### config.mk
export PLATFORM = sky130hd
export DESIGN_NAME = hsi_to_rgb_converter_core
export DESIGN_NICKNAME = d
export VERILOG_FILES = /design/src/hsi2rgb_pkg.sv /design/src/hsi_to_rgb_converter_core.sv
export SDC_FILE = /design/constraint.sdc
export NUM_CORES = 2
export LEC_CHECK = 0
export BUFFER_PORTS_ARGS = -buffer_cell sky130_fd_sc_hd__buf_2
export CAP_MARGIN = 40
export CORE_MARGIN = 1.5
export CORE_UTILIZATION = 45
export CTS_CLUSTER_SIZE = 28
export DETAILED_ROUTE_END_ITERATION = 12
export GPL_ROUTABILITY_DRIVEN = 1
export PLACE_DENSITY_LB_ADDON = 0.2
export SETUP_SLACK_MARGIN = 0.2
export SYNTH_ARGS = -nofsm -noshare
export SYNTH_HDL_FRONTEND = slang
export SYNTH_SLANG_ARGS = --single-unit
### constraint.sdc
create_clock -name clk_i -period 7.8 [get_ports clk_i]
set_input_delay 1.95 -clock clk_i [delete_from_list [all_inputs] [get_ports clk_i]]
set_output_delay 1.95 -clock clk_i [all_outputs]
set_load 0.05 [all_outputs]
### src/hsi2rgb_pkg.sv
// Shared constants, types and the hue ratio table for the HSI to RGB converter.
// No dependencies; used by hsi_to_rgb_converter_core.
`default_nettype none

package hsi2rgb_pkg;

  localparam int CHANNEL_BITS        = 8;
  localparam int RATIO_FRACTION_BITS = 10;

  localparam int HUE_W      = 9;
  localparam int HUE_MAX    = 359;
  localparam int SECTOR_DEG = 120;
  localparam int H_W        = 7;

  // Q30 one-degree rotation used to build the ratio table
  localparam int     TRIG_BITS   = 30;
  localparam longint COS_ONE_DEG = 64'sd1073578288;
  localparam longint SIN_ONE_DEG = 64'sd18739379;

  localparam int CH_MAX   = (1 << CHANNEL_BITS) - 1;
  localparam int HALF_MAX = CH_MAX / 2;
  localparam int RECIP    = (1 << CHANNEL_BITS) + 1;

  // ratio lies in (-1, 2], one - ratio in [-1, 2)
  localparam int RATIO_W = RATIO_FRACTION_BITS + 3;
  localparam int IS_W    = 2 * CHANNEL_BITS;
  localparam int PROD_W  = IS_W + 1 + RATIO_W;
  localparam int DIVY_W  = PROD_W + 1 - RATIO_FRACTION_BITS;
  localparam int REC_W   = DIVY_W + CHANNEL_BITS + 1;
  localparam int EST_W   = REC_W - 2 * CHANNEL_BITS;
  localparam int Q_W     = CHANNEL_BITS + 2;
  localparam int VAL_W   = CHANNEL_BITS + 3;

  // rounding bias for a divide by CH_MAX * 2^F
  localparam int ROUND_BIAS = CH_MAX * (1 << (RATIO_FRACTION_BITS - 1));

  localparam int S_TDATA_W = ((HUE_W + 2 * CHANNEL_BITS + 7) / 8) * 8;
  localparam int M_TDATA_W = ((3 * CHANNEL_BITS + 7) / 8) * 8;

  typedef enum logic [1:0] {
    SECTOR_RG = 2'd0,
    SECTOR_GB = 2'd1,
    SECTOR_BR = 2'd2
  } sector_e;

  typedef logic signed [RATIO_W-1:0] ratio_t;
  typedef ratio_t [SECTOR_DEG-1:0]   ratio_rom_t;

  // cos(h)/cos(60-h) with F fraction bits, from a Q30 rotation by one degree
  // per entry; every step rounds to nearest, ties away from zero.
  function automatic ratio_rom_t build_ratio_rom();
    ratio_rom_t rom;
    longint     cs [SECTOR_DEG];
    longint     c, s, nc, ns, num, mag, q, den, rem;
    longint     half_unit;
    int         k, d, b;
    half_unit = 64'sd1 <<< (TRIG_BITS - 1);
    c = 64'sd1 <<< TRIG_BITS;
    s = 64'sd0;
    for (k = 0; k < SECTOR_DEG; k++) begin
      cs[k] = c;
      num = c * COS_ONE_DEG - s * SIN_ONE_DEG;
      mag = (num < 0) ? -num : num;
      q   = (mag + half_unit) >>> TRIG_BITS;
      nc  = (num < 0) ? -q : q;
      num = s * COS_ONE_DEG + c * SIN_ONE_DEG;
      mag = (num < 0) ? -num : num;
      q   = (mag + half_unit) >>> TRIG_BITS;
      ns  = (num < 0) ? -q : q;
      c = nc;
      s = ns;
    end
    for (k = 0; k < SECTOR_DEG; k++) begin
      d   = (k < 60) ? 60 - k : k - 60;
      den = cs[d];
      num = cs[k] <<< RATIO_FRACTION_BITS;
      mag = (num < 0) ? -num : num;
      mag = mag + (den >>> 1);
      // shift-and-subtract long division, den is positive
      q   = 64'sd0;
      rem = 64'sd0;
      for (b = 62; b >= 0; b--) begin
        rem = (rem <<< 1) | ((mag >>> b) & 64'sd1);
        q   = q <<< 1;
        if (rem >= den) begin
          rem = rem - den;
          q   = q | 64'sd1;
        end
      end
      q   = (num < 0) ? -q : q;
      rom[k] = RATIO_W'(q);
    end
    return rom;
  endfunction

  localparam ratio_rom_t RATIO_ROM = build_ratio_rom();

endpackage

`default_nettype wire

### src/hsi_to_rgb_converter_core.sv
// HSI to RGB pixel converter: six-stage pipeline with a constant ratio table.
// Depends on hsi2rgb_pkg.
// Throughput: one pixel per cycle while the output is not stalled; each
// stage advances when the next one is empty or moving, so bubbles collapse
// and a stalled output holds its data.
// Reset (rst_ni low, asynchronous) clears all stage valid bits only.
`default_nettype none

module hsi_to_rgb_converter_core (
  input  wire logic                                 clk_i,
  input  wire logic                                 rst_ni,
  input  wire logic                                 s_axis_tvalid,
  output      logic                                 s_axis_tready,
  // {intensity, saturation, hue} from bit 0: hue[8:0], saturation, intensity
  input  wire logic [hsi2rgb_pkg::S_TDATA_W-1:0]    s_axis_tdata,
  output      logic                                 m_axis_tvalid,
  input  wire logic                                 m_axis_tready,
  // from bit 0: red, green, blue
  output      logic [hsi2rgb_pkg::M_TDATA_W-1:0]    m_axis_tdata
);

  localparam int NS  = 6;
  localparam int CB  = hsi2rgb_pkg::CHANNEL_BITS;
  localparam int F   = hsi2rgb_pkg::RATIO_FRACTION_BITS;
  localparam int HW  = hsi2rgb_pkg::HUE_W;
  localparam int PW  = hsi2rgb_pkg::PROD_W;
  localparam int YW  = hsi2rgb_pkg::DIVY_W;
  localparam int RW  = hsi2rgb_pkg::REC_W;
  localparam int EW  = hsi2rgb_pkg::EST_W;
  localparam int QW  = hsi2rgb_pkg::Q_W;
  localparam int VW  = hsi2rgb_pkg::VAL_W;
  localparam int ISW = hsi2rgb_pkg::IS_W;
  localparam int RTW = hsi2rgb_pkg::RATIO_W;

  // stage valids and advance enables
  logic [NS-1:0] v_q;
  logic [NS-1:0] en;

  always_comb begin
    en[NS-1] = !v_q[NS-1] || m_axis_tready;
    for (int k = NS - 2; k >= 0; k--) begin
      en[k] = !v_q[k] || en[k+1];
    end
  end

  assign s_axis_tready = en[0];
  assign m_axis_tvalid = v_q[NS-1];

  always_ff @(posedge clk_i or negedge rst_ni) begin
    if (!rst_ni) begin
      v_q <= '0;
    end else begin
      if (en[0]) v_q[0] <= s_axis_tvalid;
      for (int k = 1; k < NS; k++) begin
        if (en[k]) v_q[k] <= v_q[k-1];
      end
    end
  end

  // ---------------- stage 1: sector select, hue reduce, I*S
  logic [HW-1:0]                 hue_in, hue_c;
  logic [CB-1:0]                 sat_in, int_in;
  hsi2rgb_pkg::sector_e          s1_sector_d, s1_sector_q;
  logic [hsi2rgb_pkg::H_W-1:0]   s1_h_d, s1_h_q;
  logic [ISW-1:0]                s1_is_q;
  logic [CB-1:0]                 s1_int_q;

  assign hue_in = s_axis_tdata[HW-1:0];
  assign sat_in = s_axis_tdata[HW+CB-1:HW];
  assign int_in = s_axis_tdata[HW+2*CB-1:HW+CB];

  always_comb begin
    hue_c = (hue_in > HW'(hsi2rgb_pkg::HUE_MAX)) ? HW'(hsi2rgb_pkg::HUE_MAX) : hue_in;
    if (hue_c >= HW'(2 * hsi2rgb_pkg::SECTOR_DEG)) begin
      s1_sector_d = hsi2rgb_pkg::SECTOR_BR;
      s1_h_d = hsi2rgb_pkg::H_W'(hue_c - HW'(2 * hsi2rgb_pkg::SECTOR_DEG));
    end else if (hue_c >= HW'(hsi2rgb_pkg::SECTOR_DEG)) begin
      s1_sector_d = hsi2rgb_pkg::SECTOR_GB;
      s1_h_d = hsi2rgb_pkg::H_W'(hue_c - HW'(hsi2rgb_pkg::SECTOR_DEG));
    end else begin
      s1_sector_d = hsi2rgb_pkg::SECTOR_RG;
      s1_h_d = hsi2rgb_pkg::H_W'(hue_c);
    end
  end

  always_ff @(posedge clk_i) begin
    if (en[0]) begin
      s1_sector_q <= s1_sector_d;
      s1_h_q      <= s1_h_d;
      s1_is_q     <= ISW'(sat_in) * ISW'(int_in);
      s1_int_q    <= int_in;
    end
  end

  // ---------------- stage 2: ratio table lookup
  hsi2rgb_pkg::sector_e     s2_sector_q;
  logic signed [RTW-1:0]    s2_ratio_d, s2_ratio_q, s2_om_q;
  logic [ISW-1:0]           s2_is_q;
  logic [CB-1:0]            s2_int_q;

  assign s2_ratio_d = $signed(hsi2rgb_pkg::RATIO_ROM[s1_h_q]);

  always_ff @(posedge clk_i) begin
    if (en[1]) begin
      s2_sector_q <= s1_sector_q;
      s2_ratio_q  <= s2_ratio_d;
      s2_om_q     <= $signed(RTW'(1 << F)) - s2_ratio_d;
      s2_is_q     <= s1_is_q;
      s2_int_q    <= s1_int_q;
    end
  end

  // ---------------- stage 3: I*S times ratio and one - ratio
  hsi2rgb_pkg::sector_e     s3_sector_q;
  logic signed [PW-1:0]     s3_p1_q, s3_p2_q;
  logic [YW-1:0]            s3_y3_q;
  logic [CB-1:0]            s3_int_q;

  always_ff @(posedge clk_i) begin
    if (en[2]) begin
      s3_sector_q <= s2_sector_q;
      s3_p1_q     <= PW'($signed({1'b0, s2_is_q})) * PW'(s2_ratio_q);
      s3_p2_q     <= PW'($signed({1'b0, s2_is_q})) * PW'(s2_om_q);
      s3_y3_q     <= YW'(s2_is_q) + YW'(hsi2rgb_pkg::HALF_MAX);
      s3_int_q    <= s2_int_q;
    end
  end

  // ---------------- stage 4: magnitude, round, reciprocal estimate of y / M
  logic [PW-1:0]  mag1, mag2;
  logic [PW:0]    x1, x2;
  logic [YW-1:0]  y1, y2;
  logic [RW-1:0]  rec1, rec2, rec3;

  always_comb begin
    mag1 = s3_p1_q[PW-1] ? PW'(-s3_p1_q) : PW'(s3_p1_q);
    mag2 = s3_p2_q[PW-1] ? PW'(-s3_p2_q) : PW'(s3_p2_q);
    x1   = (PW+1)'(mag1) + (PW+1)'(hsi2rgb_pkg::ROUND_BIAS);
    x2   = (PW+1)'(mag2) + (PW+1)'(hsi2rgb_pkg::ROUND_BIAS);
    y1   = YW'(x1 >> F);
    y2   = YW'(x2 >> F);
    rec1 = RW'(y1) * RW'(hsi2rgb_pkg::RECIP);
    rec2 = RW'(y2) * RW'(hsi2rgb_pkg::RECIP);
    rec3 = RW'(s3_y3_q) * RW'(hsi2rgb_pkg::RECIP);
  end

  hsi2rgb_pkg::sector_e     s4_sector_q;
  logic [YW-1:0]            s4_y_q   [3];
  logic [EW-1:0]            s4_est_q [3];
  logic [1:0]               s4_neg_q;
  logic [CB-1:0]            s4_int_q;

  always_ff @(posedge clk_i) begin
    if (en[3]) begin
      s4_sector_q <= s3_sector_q;
      s4_y_q[0]   <= y1;
      s4_y_q[1]   <= y2;
      s4_y_q[2]   <= s3_y3_q;
      s4_est_q[0] <= rec1[RW-1:2*CB];
      s4_est_q[1] <= rec2[RW-1:2*CB];
      s4_est_q[2] <= rec3[RW-1:2*CB];
      s4_neg_q    <= {s3_p2_q[PW-1], s3_p1_q[PW-1]};
      s4_int_q    <= s3_int_q;
    end
  end

  // ---------------- stage 5: one-step quotient correction
  logic [YW-1:0]  rem   [3];
  logic [QW-1:0]  q_d   [3];

  always_comb begin
    for (int j = 0; j < 3; j++) begin
      rem[j] = s4_y_q[j] - ((YW'(s4_est_q[j]) << CB) - YW'(s4_est_q[j]));
      q_d[j] = (rem[j] >= YW'(hsi2rgb_pkg::CH_MAX)) ? QW'(s4_est_q[j] + EW'(1))
                                                    : QW'(s4_est_q[j]);
    end
  end

  hsi2rgb_pkg::sector_e     s5_sector_q;
  logic [QW-1:0]            s5_q_q [3];
  logic [1:0]               s5_neg_q;
  logic [CB-1:0]            s5_int_q;

  always_ff @(posedge clk_i) begin
    if (en[4]) begin
      s5_sector_q <= s4_sector_q;
      s5_q_q      <= q_d;
      s5_neg_q    <= s4_neg_q;
      s5_int_q    <= s4_int_q;
    end
  end

  // ---------------- stage 6: apply to intensity, saturate, rotate by sector
  logic signed [VW-1:0] val   [3];
  logic [CB-1:0]        chan  [3];
  logic [CB-1:0]        red_d, green_d, blue_d;

  always_comb begin
    val[0] = s5_neg_q[0] ? $signed(VW'(s5_int_q)) - $signed(VW'(s5_q_q[0]))
                         : $signed(VW'(s5_int_q)) + $signed(VW'(s5_q_q[0]));
    val[1] = s5_neg_q[1] ? $signed(VW'(s5_int_q)) - $signed(VW'(s5_q_q[1]))
                         : $signed(VW'(s5_int_q)) + $signed(VW'(s5_q_q[1]));
    val[2] = $signed(VW'(s5_int_q)) - $signed(VW'(s5_q_q[2]));
    for (int j = 0; j < 3; j++) begin
      if (val[j] < 0) begin
        chan[j] = '0;
      end else if (val[j] > $signed(VW'(hsi2rgb_pkg::CH_MAX))) begin
        chan[j] = CB'(hsi2rgb_pkg::CH_MAX);
      end else begin
        chan[j] = CB'(val[j]);
      end
    end
    unique case (s5_sector_q)
      hsi2rgb_pkg::SECTOR_RG: begin
        red_d = chan[0]; green_d = chan[1]; blue_d = chan[2];
      end
      hsi2rgb_pkg::SECTOR_GB: begin
        green_d = chan[0]; blue_d = chan[1]; red_d = chan[2];
      end
      hsi2rgb_pkg::SECTOR_BR: begin
        blue_d = chan[0]; red_d = chan[1]; green_d = chan[2];
      end
      default: begin
        red_d = chan[0]; green_d = chan[1]; blue_d = chan[2];
      end
    endcase
  end

  logic [CB-1:0] red_q, green_q, blue_q;

  always_ff @(posedge clk_i) begin
    if (en[5]) begin
      red_q   <= red_d;
      green_q <= green_d;
      blue_q  <= blue_d;
    end
  end

  assign m_axis_tdata = hsi2rgb_pkg::M_TDATA_W'({blue_q, green_q, red_q});

endmodule

`default_nettype wire
Yosys cells after proc, flatten, opt, wreduce, memory -nomap -nowiden
Memories as Yosys holds them, arrays and structs flattened. A register that Yosys moved wholly into a read port is not among the register bits. Cells that the tools add are included. W data, S select, Z words.

Register bits: 260. RAM bits: 105. Memory bits (read-only): 1664. Output and inout bits: 26. Logic and storage cells: 114. Memories kept: 3.

Memories: (no name shown) (depth 128, bits a word 13, rd ports 1, clocked after memory_dff 1, write ports 0, RTL line hsi_to_rgb_converter_core.sv:101) `assign s2_ratio_d = $signed(hsi2rgb_pkg::RATIO_ROM[s1_h_q]);`; s4_y_q (depth 3, bits a word 21, rd ports 3, clocked after memory_dff 0, write ports 3, RTL line hsi_to_rgb_converter_core.sv:148) `logic [YW-1:0] s4_y_q [3];`; s4_est_q (depth 3, bits a word 14, rd ports 3, clocked after memory_dff 0, write ports 3, RTL line hsi_to_rgb_converter_core.sv:149) `logic [EW-1:0] s4_est_q [3];`.

$add $sub $neg: 22. Multiply operators: 6. $lt $le $gt $ge: 13. Eq/ne operators: 2. Mux-type cells: 24. Reductions and logical operators: 12.

Operators by type and width (number): $mul A21 B9 Y30 const B (3); $ge A21 B8 Y1 const B (3); $sub A21 B14 Y21 (3); $sub A21 B21 Y21 (3); $add A30 B17 Y31 const B (2); $mul A17 B13 Y30 (2); $mux W30 (2); $neg A30 Y30 (2); $mux W8 (6); $pmux W8 S2 (3); $gt A11 B9 Y1 const B (3); $lt A11 B1 Y1 const B (3); $sub A8 B10 Y11 (3); $add A10 B1 Y10 const B (3); $mux W10 (3); $add A8 B10 Y11 (2); $mux W11 (2); $mux W7 (3); $add A16 B7 Y17 const B (1); $mul A8 B8 Y16 (1); $sub A7 B7 Y7 const B (2); $mux W13 (1); $sub A12 B13 Y13 const A (1); $ge A9 B7 Y1 const B (1); other kinds (9) (21).

Longest topological paths before layout
Word-level depth: 8. Gate-level depth with buffers: 27. Gate-level depth less buffers: 25.

Worst setup path after synthesis
Ideal clock, no wire load.

Path kind: register -> register. Start point: register s2_is_q[2]. End point: register s3_p1_q[29] (data pin). Setup time: 260 ps. Arrival: 6033 ps. Data required time: 7540 ps. Path slack: 1507 ps. Stages on the path, launching flop included: 21. Buffers on the path: 2. Clock period less this slack: 6293 ps. Cell sequence: edfxtp_1 > clkbuf_1 > buf_1 > nand2_1 > fa_1 > fa_1 > inv_1 > fa_1 > fa_1 > fa_1 > fa_1 > ha_1 > a211oi_1 > a31oi_1 > o221ai_1 > o21ai_0 > a21oi_1 > o211ai_1 > a31o_2 > a21oi_1 > xnor2_1.

Word-level cells in the longest chain between the ends: 1.

Ends and longest elaborated chain: start, declared (RTL line hsi_to_rgb_converter_core.sv:98) `logic [ISW-1:0] s2_is_q;`; start signal, assigned (RTL line hsi_to_rgb_converter_core.sv:108) `s2_is_q <= s1_is_q;`; $mul A17 B13 Y30 (RTL line hsi_to_rgb_converter_core.sv:122) `s3_p1_q <= PW'($signed({1'b0, s2_is_q})) * PW'(s2_ratio_q);`; end signal, assigned (RTL line hsi_to_rgb_converter_core.sv:122); end, declared (RTL line hsi_to_rgb_converter_core.sv:115) `logic signed [PW-1:0] s3_p1_q, s3_p2_q;`.

Every way passes these cells. A chain may end at the register's enable or synchronous reset.

Worst setup path in the final report
Start point: register s2_is_q[6]. End point: register s3_p1_q[28] (data pin).

The elaborated chain is that of the path after synthesis.

==> metrics.txt <==
initial antenna violation count 0; Area Overhead vs Synth 7.82%; fin. max-slew vios 0; CTS buffer count 43; Die ar. 0.0910 mm2; postcts setup bufs 0; Sequential Area 0.0108 mm2; Yosys warning total 0; worst-path maximum fanout 17; most frequent cells in the layout inv_1 (602), ha_1 (484), nand2_1 (398); critical path startpoint category flop; Core Footprint 0.0884 mm2; Top-Level Pins 62; Final Setup Violations 0; Worst Path Class, Setup reg2reg; Hold Path Class reg2reg; syn avg cell area 9.62 um2; number of global-route vias before repair 28,500; Die Wd 302 um; Crit path required time 8.12 ns; Synth Flop Type edfxtp_1; GPL Wtd Cong 0.902; CTS tree built; max-cap violation count 0; RSZ-0062 raised after global routing no; Initial Utilization 45.4%; Final min period 6.95 ns; CP endpoint kind flop; CTS H-tree lvls 2; # DRC 0; fin crit share 89.1%; WL/cell 16.6 um; Clock Path Buffers 3; fill count 8,317; multi-input logic area 0.0266 mm2; clock skew 0.0485 ns; clock sinks 364; final hold viol count 0; worst slack at placement 0.858 ns; Slew HR 41.8%; worst setup margin 0.847 ns; count of buffers inserted at the top-level ports 54; Yosys cell types 104; drt pass-1 iters 7; NumNets Final 5,064; total number of vias 29,100; Placed Cells 5,303; Syn Inst Count 4,173; Clock Latency Late Sink 0.59 ns; TNS Setup 0 ns; via/cell ratio 5.40; first-pass GRT wire length 149,000 um; Clock transition at path regs 0.06 ns; Root Driver clkbuf_16; Fmax achieved 0.144 GHz; Worst Max-Slew Pin Slew 0.867 ns; asr flop ratio synth 1.65%; largest net degree at the start of global routing 67; GRT Total Usage 20.1%; Yosys reg bits 364; row cnt 109; commonest non-fill, non-tap cell in the layout inv_1; DP HPWL 70,700 um; mapped cell area 0.0401 mm2; PostCTS Resize Cnt 0; WP data arrival 7.27 ns; DR iter-0 viols 1,543; total grt overflow 0; Post-Layout Cell Count 5,381; chip height 302 um; sequential fraction of the synthesis area 26.8%; status complete, no violations; Hold Worst Slack 0.415 ns; CTS Hold Bufs 0; Routed WL 89,500 um; share of layout cells above drive strength 1 5.43%; number of synthesized flops with an enable pin 345; ANT nets after route 0
==> Yosys cell counts (all sizes together), types with 9 or more instances <==
master	count	area (um2)
a211oi	29	230
a21boi	20	150
a21o	47	353
a21oi	204	1020
a221oi	15	138
a22oi	9	67.6
a311oi	10	87.6
a31oi	27	169
a41oi	9	86.3
and2	221	1380
and3	22	138
buf	23	113
clkbuf	127	477
dfxtp	13	260
edfxtp	345	10400
fa	361	7230
ha	484	6060
inv	603	2260
mux2i	23	234
nand2	400	1500
nand2b	52	325
nand3	66	340
nand4	27	175
nor2	210	791
nor2b	47	294
nor3	71	377
nor3b	11	92.6
nor4	14	124
o2111ai	12	105
o211ai	20	160
o21a	29	218
o21ai	168	848
o21bai	15	113
o22ai	17	106
o31ai	18	140
or2	10	62.6
or3	15	93.8
xnor2	186	1630
xor2	62	543
==> metrics by stage <==
step	utilization, %	area, um2
after floorplan	-	40200
after global placement	47.2	41700
after detailed placement	47.4	41900
after CTS	49.0	43300
after global routing	49.0	43300
final	49.0	43300
==> critical path, stage by stage, from the launching register on <==
cell and delay (ns):
edfxtp_1 0.68, buf_4 0.37, nand2_1 0.12, fa_1 0.54, fa_1 0.52, inv_1 0.05
fa_1 0.46, fa_1 0.52, fa_1 0.58, fa_1 0.42, ha_1 0.38, a21oi_1 0.18
o211ai_1 0.16, a41oi_1 0.34, o31ai_1 0.16, o41ai_1 0.67, o2111ai_1 0.23, a21oi_1 0.21
xnor2_1 0.09
==> worst paths after layout <==
check / start / end / slack, ns / depth (start not counted)
worst max register to register: s2_is_q[6] / s3_p1_q[28] / 0.85 / 18
worst min register to register: s4_int_q[7] / s5_int_q[7] / 0.42 / 0
min in group asynchronous: rst_ni / v_q[3] / 1.18 / 1
worst min-delay path: s4_int_q[7] / s5_int_q[7] / 0.42 / 0
worst max-delay path: s2_is_q[6] / s3_p1_q[28] / 0.85 / 18
max in group asynchronous: rst_ni / v_q[5] / 6.48 / 1
==> layout make-up <==
type | instances | area share [%]
clock buffer | 51 | 2.56
timing repair buffer | 108 | 1.87
sequential | 364 | 24.9
multi-input combinational | 3058 | 61.4
antenna | 2 | 0.0116
clock inverter | 25 | 0.659
tap | 1165 | 3.37
inverter | 608 | 5.28
==> logic make-up (layout without fill, tap and decap cells) <==
family / after synthesis / in the layout / synth area share, %
flip-flops: 364 / 364 / 26.8
buffers and inverters: 758 / 792 / 7.16
multiplexers: 31 / 31 / 0.807
AND/OR/NAND/NOR: 1202 / 1202 / 14.9
adder cells (fa/ha/maj): 847 / 847 / 33.2
AO/OA/AOI/OAI: 722 / 722 / 11.7
other: 1 / 10 / 0.00934
XOR/XNOR: 248 / 248 / 5.41
==> registers in the layout, indices dropped and copies added, names as in the netlist, 12 cells and up <==
| name | cells |
|---|---|
| s3_p2_q | 29 |
| s3_y3_q | 17 |
| s5_q_q | 30 |
| s2_is_q | 16 |
| s1_is_q | 16 |
| s2_ratio_d | 13 |
| s3_p1_q | 30 |
| s2_ratio_q | 13 |
| s2_om_q | 12 |
| s4_y_q | 59 |
| s4_est_q | 38 |
==> metal layers <==
metal  up-vias  global-route usage (%)  routed length, um
li1      14100                       -                  -
met1     14200                    28.7              41800
met2       642                    33.4              42100
met3       118                    1.81               4040
met4         0                    4.29               1640
met5         -                       0                  0
Power is not shown: default switching activity piles up to over one toggle a cycle in this logic, so the estimate is an artifact.
